File: src/hdl/mos_pkg.sv
// Package for the median-of-sample-set block: sizes, status codes, FSM states.
// No dependencies; imported by median_of_sample_set_core.
`timescale 1ns / 1ps

package mos_pkg;

  localparam int DEPTH       = 64;
  localparam int SAMPLE_BITS = 32;
  localparam int ADDR_W      = (DEPTH > 1) ? $clog2(DEPTH) : 1;
  localparam int CNT_W       = $clog2(DEPTH + 1);
  localparam int MED_W       = SAMPLE_BITS + 1;
  localparam int STATUS_W    = 2;

  typedef enum logic [STATUS_W-1:0] {
    ST_OK       = 2'd0,
    ST_EMPTY    = 2'd1,
    ST_OVERFLOW = 2'd2
  } status_t;

  typedef enum logic {
    OP_PUSH   = 1'b0,
    OP_FINISH = 1'b1
  } op_t;

  typedef enum logic [2:0] {
    S_IDLE,
    S_LOAD,
    S_CAND,
    S_SCAN,
    S_EVAL,
    S_SUM
  } state_t;

endpackage

File: src/hdl/mos_ram.sv
// Generic single-write, single-read RAM with a registered read port.
// No dependencies.
`timescale 1ns / 1ps

module mos_ram #(
  parameter int WIDTH = 32,
  parameter int DEPTH = 64
) (
  input  logic                                   clk,
  input  logic                                   we,
  input  logic [((DEPTH > 1) ? $clog2(DEPTH) : 1)-1:0] waddr,
  input  logic [WIDTH-1:0]                       wdata,
  input  logic [((DEPTH > 1) ? $clog2(DEPTH) : 1)-1:0] raddr,
  output logic [WIDTH-1:0]                       rdata
);

  logic [WIDTH-1:0] mem [DEPTH];

  always_ff @(posedge clk) begin
    if (we) begin
      mem[waddr] <= wdata;
    end
    rdata <= mem[raddr];
  end

endmodule

File: src/hdl/median_of_sample_set_core.sv
// Top level of the median-of-sample-set block: sample memory, rank-select FSM.
// Depends on mos_pkg and mos_ram.
`timescale 1ns / 1ps

// Usage:
//   An item is transferred at a rising edge with start high and busy low.
//   in_op = push stores in_sample (signed Q23.8) in the sample memory; a push
//   gives no result and leaves busy low. Pushes beyond DEPTH are dropped and
//   flagged. in_op = finish reports the median of the held samples and
//   clears the set.
//   Finish selects the median by rank: stored samples are taken in turn as
//   candidates until both middle ranks are found, and for each the whole set is
//   scanned once through the single read port of the sample memory, counting
//   smaller and equal samples. busy stays high until the selection is done and
//   drops in the cycle the result strobe out_valid is shown; an empty finish
//   shows its result in the cycle after it is taken and leaves busy low.
//   out_median_doubled is twice the median (sum of the two middle samples
//   for an even count), out_status gives ok / empty / overflow and
//   out_sample_count the number of held samples.
//   Each result is shown for exactly one cycle; the receiver cannot stall.
//   Reset (synchronous, rst_n low) empties the set and clears the overflow
//   flag; memory contents are left as they are and are never read unwritten.
module median_of_sample_set_core
  import mos_pkg::*;
(
  input  logic                   clk,
  input  logic                   rst_n,
  input  logic                   start,
  output logic                   busy,
  input  logic                   in_op,
  input  logic [SAMPLE_BITS-1:0] in_sample,
  output logic                   out_valid,
  output logic [MED_W-1:0]       out_median_doubled,
  output logic [STATUS_W-1:0]    out_status,
  output logic [CNT_W-1:0]       out_sample_count
);

  state_t state_r, state_nxt;

  logic [CNT_W-1:0]       count_r, count_nxt;
  logic                   ovf_r, ovf_nxt;
  logic [ADDR_W-1:0]      i_r, i_nxt;
  logic [ADDR_W-1:0]      j_r, j_nxt;
  logic [CNT_W-1:0]       lt_r, lt_nxt;
  logic [CNT_W-1:0]       eq_r, eq_nxt;
  logic [CNT_W-1:0]       k0_r, k0_nxt;
  logic [CNT_W-1:0]       k1_r, k1_nxt;
  logic                   f0_r, f0_nxt;
  logic                   f1_r, f1_nxt;
  logic [SAMPLE_BITS-1:0] cand_r, cand_nxt;
  logic [SAMPLE_BITS-1:0] v0_r, v0_nxt;
  logic [SAMPLE_BITS-1:0] v1_r, v1_nxt;
  logic                   out_valid_r, out_valid_nxt;
  logic [MED_W-1:0]       med_r, med_nxt;
  status_t                status_r, status_nxt;
  logic [CNT_W-1:0]       ocount_r, ocount_nxt;

  logic                   accept;
  logic                   is_finish;
  logic                   ram_we;
  logic [ADDR_W-1:0]      ram_raddr;
  logic [SAMPLE_BITS-1:0] ram_rdata;
  logic [ADDR_W-1:0]      last_idx;
  logic [CNT_W-1:0]       mid;
  logic [CNT_W-1:0]       hi_rank;
  logic                   hit0, hit1;
  logic                   scan_last;
  logic                   sel_done;

  assign accept    = start && !busy;
  assign is_finish = (in_op == OP_FINISH);
  assign last_idx  = ADDR_W'(count_r - CNT_W'(1));
  assign scan_last = (j_r == last_idx);
  assign mid       = count_r >> 1;
  assign hi_rank   = CNT_W'(lt_r + eq_r);
  // candidate covers ranks [lt, lt+eq) of the sorted set
  assign hit0      = (lt_r <= k0_r) && (k0_r < hi_rank);
  assign hit1      = (lt_r <= k1_r) && (k1_r < hi_rank);
  assign sel_done  = (f0_r || hit0) && (f1_r || hit1);

  mos_ram #(
    .WIDTH (SAMPLE_BITS),
    .DEPTH (DEPTH)
  ) u_store (
    .clk   (clk),
    .we    (ram_we),
    .waddr (count_r[ADDR_W-1:0]),
    .wdata (in_sample),
    .raddr (ram_raddr),
    .rdata (ram_rdata)
  );

  // next state
  always_comb begin
    state_nxt = state_r;
    case (state_r)
      S_IDLE: begin
        if (accept && is_finish && (count_r != '0)) begin
          state_nxt = S_LOAD;
        end
      end
      S_LOAD: state_nxt = S_CAND;
      S_CAND: state_nxt = S_SCAN;
      S_SCAN: begin
        if (scan_last) begin
          state_nxt = S_EVAL;
        end
      end
      S_EVAL: state_nxt = sel_done ? S_SUM : S_LOAD;
      S_SUM:  state_nxt = S_IDLE;
      default: state_nxt = S_IDLE;
    endcase
  end

  // FSM outputs
  always_comb begin
    busy      = 1'b1;
    ram_we    = 1'b0;
    ram_raddr = i_r;
    case (state_r)
      S_IDLE: begin
        busy   = 1'b0;
        ram_we = start && !is_finish && (count_r < CNT_W'(DEPTH));
      end
      S_LOAD:  ram_raddr = i_r;
      S_CAND:  ram_raddr = '0;
      S_SCAN:  ram_raddr = ADDR_W'(j_r + ADDR_W'(1));
      default: ram_raddr = i_r;
    endcase
  end

  // datapath
  always_comb begin
    count_nxt     = count_r;
    ovf_nxt       = ovf_r;
    i_nxt         = i_r;
    j_nxt         = j_r;
    lt_nxt        = lt_r;
    eq_nxt        = eq_r;
    k0_nxt        = k0_r;
    k1_nxt        = k1_r;
    f0_nxt        = f0_r;
    f1_nxt        = f1_r;
    cand_nxt      = cand_r;
    v0_nxt        = v0_r;
    v1_nxt        = v1_r;
    out_valid_nxt = 1'b0;
    med_nxt       = med_r;
    status_nxt    = status_r;
    ocount_nxt    = ocount_r;
    case (state_r)
      S_IDLE: begin
        if (accept && !is_finish) begin
          if (count_r < CNT_W'(DEPTH)) begin
            count_nxt = CNT_W'(count_r + CNT_W'(1));
          end else begin
            ovf_nxt = 1'b1;
          end
        end else if (accept) begin
          if (count_r == '0) begin
            out_valid_nxt = 1'b1;
            med_nxt       = '0;
            status_nxt    = ST_EMPTY;
            ocount_nxt    = '0;
            ovf_nxt       = 1'b0;
          end else begin
            i_nxt  = '0;
            f0_nxt = 1'b0;
            f1_nxt = 1'b0;
            k1_nxt = mid;
            k0_nxt = count_r[0] ? mid : CNT_W'(mid - CNT_W'(1));
          end
        end
      end
      S_CAND: begin
        cand_nxt = ram_rdata;
        j_nxt    = '0;
        lt_nxt   = '0;
        eq_nxt   = '0;
      end
      S_SCAN: begin
        if ($signed(ram_rdata) < $signed(cand_r)) begin
          lt_nxt = CNT_W'(lt_r + CNT_W'(1));
        end else if (ram_rdata == cand_r) begin
          eq_nxt = CNT_W'(eq_r + CNT_W'(1));
        end
        j_nxt = ADDR_W'(j_r + ADDR_W'(1));
      end
      S_EVAL: begin
        if (hit0) begin
          f0_nxt = 1'b1;
          v0_nxt = cand_r;
        end
        if (hit1) begin
          f1_nxt = 1'b1;
          v1_nxt = cand_r;
        end
        i_nxt = ADDR_W'(i_r + ADDR_W'(1));
      end
      S_SUM: begin
        out_valid_nxt = 1'b1;
        med_nxt       = {v0_r[SAMPLE_BITS-1], v0_r} + {v1_r[SAMPLE_BITS-1], v1_r};
        status_nxt    = ovf_r ? ST_OVERFLOW : ST_OK;
        ocount_nxt    = count_r;
        count_nxt     = '0;
        ovf_nxt       = 1'b0;
      end
      default: begin
        out_valid_nxt = 1'b0;
      end
    endcase
  end

  always_ff @(posedge clk) begin
    if (!rst_n) begin
      state_r     <= S_IDLE;
      count_r     <= '0;
      ovf_r       <= 1'b0;
      out_valid_r <= 1'b0;
    end else begin
      state_r     <= state_nxt;
      count_r     <= count_nxt;
      ovf_r       <= ovf_nxt;
      out_valid_r <= out_valid_nxt;
    end
  end

  always_ff @(posedge clk) begin
    i_r      <= i_nxt;
    j_r      <= j_nxt;
    lt_r     <= lt_nxt;
    eq_r     <= eq_nxt;
    k0_r     <= k0_nxt;
    k1_r     <= k1_nxt;
    f0_r     <= f0_nxt;
    f1_r     <= f1_nxt;
    cand_r   <= cand_nxt;
    v0_r     <= v0_nxt;
    v1_r     <= v1_nxt;
    med_r    <= med_nxt;
    status_r <= status_nxt;
    ocount_r <= ocount_nxt;
  end

  assign out_valid          = out_valid_r;
  assign out_median_doubled = med_r;
  assign out_status         = status_r;
  assign out_sample_count   = ocount_r;

  // a result always leaves the set cleared
  a_cleared_on_result: assert property (@(posedge clk) disable iff (!rst_n)
    out_valid_r |-> (count_r == '0) && !ovf_r)
    else $error("set not cleared after result");

  // results are only shown while the block is idle
  a_idle_on_result: assert property (@(posedge clk) disable iff (!rst_n)
    out_valid_r |-> !busy)
    else $error("result shown while busy");

  a_empty_is_zero: assert property (@(posedge clk) disable iff (!rst_n)
    (out_valid_r && (status_r == ST_EMPTY)) |-> (med_r == '0) && (ocount_r == '0))
    else $error("empty result carries data");

  a_count_bound: assert property (@(posedge clk) disable iff (!rst_n)
    count_r <= CNT_W'(DEPTH))
    else $error("held count exceeds depth");

  a_rank_bound: assert property (@(posedge clk) disable iff (!rst_n)
    (state_r == S_EVAL) |-> (hi_rank <= count_r) && (eq_r != '0))
    else $error("rank counters out of range");

endmodule
File: config.mk
export PLATFORM = sky130hd
export DESIGN_NAME = median_of_sample_set_core
export DESIGN_NICKNAME = d
export VERILOG_FILES = /design/src/hdl/mos_pkg.sv /design/src/hdl/mos_ram.sv /design/src/hdl/median_of_sample_set_core.sv
export SDC_FILE = /design/constraint.sdc
export NUM_CORES = 2
export LEC_CHECK = 0
export BUFFER_PORTS_ARGS = -buffer_cell sky130_fd_sc_hd__buf_2
export CAP_MARGIN = 10
export CELL_PAD_IN_SITES_DETAIL_PLACEMENT = 0
export CELL_PAD_IN_SITES_GLOBAL_PLACEMENT = 1
export CORE_UTILIZATION = 57
export CTS_BUF_LIST = sky130_fd_sc_hd__clkbuf_16
export DETAILED_ROUTE_END_ITERATION = 8
export PLACE_DENSITY = 0.83
export SETUP_SLACK_MARGIN = 0.02
export SLEW_MARGIN = 20
export SYNTH_ARGS = -nofsm -noshare
export SYNTH_HDL_FRONTEND = slang
export SYNTH_SLANG_ARGS = --single-unit
File: constraint.sdc
create_clock -name clk -period 10.3 [get_ports clk]
set_input_delay 3.09 -clock clk [delete_from_list [all_inputs] [get_ports clk]]
set_output_delay 3.09 -clock clk [all_outputs]
set_load 0.03 [all_outputs]
==> impl_summary.log <==
[metrics] worst rel slew slack: 17.6%
[metrics] clock insertion delay at the later pin of the skew report: 0.88 ns
[metrics] total global routing track utilization: between 30% and 40%
[metrics] Distinct cells, synth: 76
[metrics] initial antenna violation count: 6
[metrics] count of filler cells inserted in the layout: approximately 11000
[metrics] clock skew after layout: 0.0559 ns
[metrics] Max Fanout on Critical Path: 77
[metrics] setup bufs post-CTS: 0
[metrics] worst endpoint required time: 11.05 ns
[metrics] number of setup violations in the final report: 0
[metrics] maximum number of pins on one net before global-route repair: 167
[metrics] dominant synthesized flop cell: sky130_fd_sc_hd__edfxtp_1
[metrics] Post-Route Setup TNS: 0 ns
[metrics] relative contribution of combinational cells to total power: 4.9%
[metrics] Cell Area, Synth: 92200 µm²
[metrics] worst voltage drop across the vdd grid: 0.000178 V
[metrics] die boundary height: 404 µm
[metrics] number of buffers between clock root and the deepest sink: 3
[metrics] total grt overflow: 0
[metrics] number of global-route vias before repair: 52623
[metrics] kind of path behind the tightest hold check: register to register
[metrics] area of the multi-input gates: 22500 µm²
[metrics] wire length of the first global-routing pass: about 360000 µm
[metrics] initial core utilization: 57.4%
[metrics] CTS tree: done
[metrics] CTS hold repair buffers: 0
[metrics] unrepaired setup endpoints after global routing: false
[metrics] type of origin of the critical path: register
[metrics] Resized Gates After CTS: 0
[metrics] final max-slew violation count: 0
[metrics] H-tree Lvls: 4
[metrics] most repeated cell in the gate-level netlist after synthesis: sky130_fd_sc_hd__edfxtp_1
[metrics] Post-layout nets: 6700
[metrics] sequential cell area in the final layout: 67800 µm²
[metrics] max cap viols: 0
[metrics] kind of critical path: register to register
[metrics] cell area power density: approximately 190 nW/µm²
[metrics] drt total wl: 253000 µm
[metrics] area delta synth->final: 10.0%
[metrics] total iterations of the first detailed-routing run: 6
[metrics] synthesized area per cell: between 10 and 15 µm²
[metrics] part of the power in the clock network: approximately 40%
[metrics] count of synthesis-stage warnings from yosys: 0
[metrics] Clk pin slew, worst setup/hold paths: roughly 0.06 ns
[metrics] most used standard cells in the synthesized netlist: sky130_fd_sc_hd__edfxtp_1 (2227), sky130_fd_sc_hd__nand2_1 (1699), sky130_fd_sc_hd__nand3_1 (577)
[metrics] Leakage: 35.4 nW
[metrics] final critical delay including setup and external delays: 5.56 ns
[metrics] cell type with the highest aggregate area in the netlist: sky130_fd_sc_hd__edfxtp_1
[metrics] number of clock sinks: 2271
[metrics] remaining number of nets flagged by the antenna check after routing: 0
[metrics] Post-Synthesis Net Count: 6729
[metrics] period utilization: 54.0%
[metrics] via count: ~56000
[metrics] Routed wire per std cell: 28.4 µm
[metrics] Final HPWL DP: 143000 µm
[metrics] starting DRC count in detailed routing: roughly 8000
[metrics] internal power summed over all cells: 14.7 mW
[metrics] total power of the final layout: approximately 19 mW
[metrics] Max Clock Freq: 180 MHz
[metrics] slew at the pin closest to its max-slew limit: 1.23 ns
[metrics] ratio of cells with drive above 1 in the final layout: 8.70%
[metrics] share of the synthesized area in the top cell type: between 70 and 80%
[metrics] vias per inst: 6.33
[metrics] final number of hold-violating endpoints: 0
[metrics] #FFs+latches synth: 2271
[metrics] number of ports placed on the die boundary: 80
[metrics] EDFF count, synth: 2227
[metrics] Final GP Congestion: 0.908
[metrics] number of cell rows: 147
[metrics] root buffer cell: sky130_fd_sc_hd__clkbuf_16
[metrics] core region area: 161000 µm²
[metrics] DRC: 0
[metrics] part of the total power dissipated in sequential elements: between 50% and 60%
[metrics] switching power summed over all nets: 4.19 mW
[metrics] async set-reset flop share out of synthesis: 0%
[metrics] instance count of the mapped netlist: 6590
[metrics] clock buffer count from CTS: 219
[metrics] type of element capturing the critical path: register
[metrics] result of the run: finished clean
[metrics] sequential cell area fraction in the yosys report: 73.5%
[metrics] IO Port Bufs: 79
[metrics] Synth area leaders: sky130_fd_sc_hd__edfxtp_1 (73%), sky130_fd_sc_hd__nand2_1 (6.9%), sky130_fd_sc_hd__nand3_1 (3.1%), sky130_fd_sc_hd__a311oi_1 (2.6%), sky130_fd_sc_hd__mux2i_1 (2.5%)
[metrics] fraction of power spent switching nets: between 20 and 25%
[metrics] CP arrival: 6.32 ns
[metrics] DIE AREA: 163000 µm²
[metrics] floorplan die width: 404 µm
==> final cells by class <==
| class | count | area share, % |
|---|---|---|
| antenna | 4 | 0.00987 |
| clock buffer | 222 | 5.48 |
| clock inverter | 183 | 1.31 |
| inverter | 66 | 0.244 |
| multi-input combinational | 3847 | 22.2 |
| sequential | 2271 | 66.8 |
| tap | 2160 | 2.66 |
| timing repair buffer | 156 | 1.27 |
==> stage by stage <==
step / util (%) / worst slack (ns) / instance area (µm²) / std cells / hold slack (ns)
final: 63.2 / 4.74 / 101000 / 8909 / 0.432
after global routing: 63.2 / 4.73 / 101000 / 8906 / 0.460
after CTS: 63.0 / 4.95 / 101000 / 8898 / 0.440
after detailed placement: 58.8 / 4.04 / 94300 / 8493 / 0.423
after global placement: 58.8 / 4.10 / 94300 / 8493 / 0.419
after floorplan: - / 4.36 / 92200 / 6590 / 0.406
==> routing by layer <==
metal | routed length [µm] | GRT usage [%]
met1 | 97400 | 44.0
met2 | 114000 | 45.9
met3 | 29600 | 6.65
met4 | 12100 | 13.7
met5 | 7 | 0
==> worst max-delay path: stages, from the launching register on <==
cell,delay [ns]
sky130_fd_sc_hd__dfxtp_1,0.47
sky130_fd_sc_hd__nand2b_1,0.74
sky130_fd_sc_hd__a22o_4,0.63
sky130_fd_sc_hd__buf_4,0.61
sky130_fd_sc_hd__buf_4,0.83
sky130_fd_sc_hd__a311oi_1,0.34
sky130_fd_sc_hd__o31ai_1,0.70
sky130_fd_sc_hd__o21ai_0,0.55
sky130_fd_sc_hd__or3_1,0.47
==> state kept, by name, summed over array words and instances, names as in the netlist, 32 cells and up <==
register	cells
out_median_doubled	33
u_store.mem	2048
v1_r	32
u_store.rdata	32
v0_r	32
cand_r	32
==> cell families after synthesis <==
family / Yosys count / synth area share, %
flops: 2271 / 73.5
buf+inv: 472 / 2.66
xor+xnor: 57 / 0.542
simple gates: 2757 / 13.0
fa+ha+maj: 107 / 1.46
mux: 267 / 3.44
compound gates: 659 / 5.42
==> cells in the final DEF, fill, tap and decap left out, drive strengths merged, types with 33 or more instances in the layout <==
cell    instances
a21o           33
a21oi         102
a311oi        269
a31oi          49
and3          191
buf           156
clkbuf        222
clkinv        100
dfxtp          44
edfxtp       2227
ha            101
inv           126
mux2i         227
mux4           40
nand2        1699
nand3         578
nor2          151
nor3           35
o21ai          40
o221ai         33
o31ai          42
==> power groups by stage <==
stage / Sequential (mW) / Clock [mW] / Combinational [mW]
detailed placement: 10.4 / 0 / 0.899
finish: 10.3 / 7.70 / 0.925
global placement: 10.4 / 0 / 0.884
CTS: 10.2 / 7.74 / 0.903
global route: 10.2 / 8.08 / 0.965
floorplan: 10.4 / 0 / 0.452
==> path summary, 6_finish.rpt <==
path / cells past startpoint / start / to / slack (ns)
setup / recovery: 8 / state_r[2] / u_store.rdata[25] / 4.74
hold / removal: 0 / count_r[3] / k1_r[2] / 0.43
setup reg to reg: 8 / state_r[2] / u_store.rdata[25] / 4.74
hold reg to reg: 0 / count_r[3] / k1_r[2] / 0.43
Power figures use the tool's default switching activity.
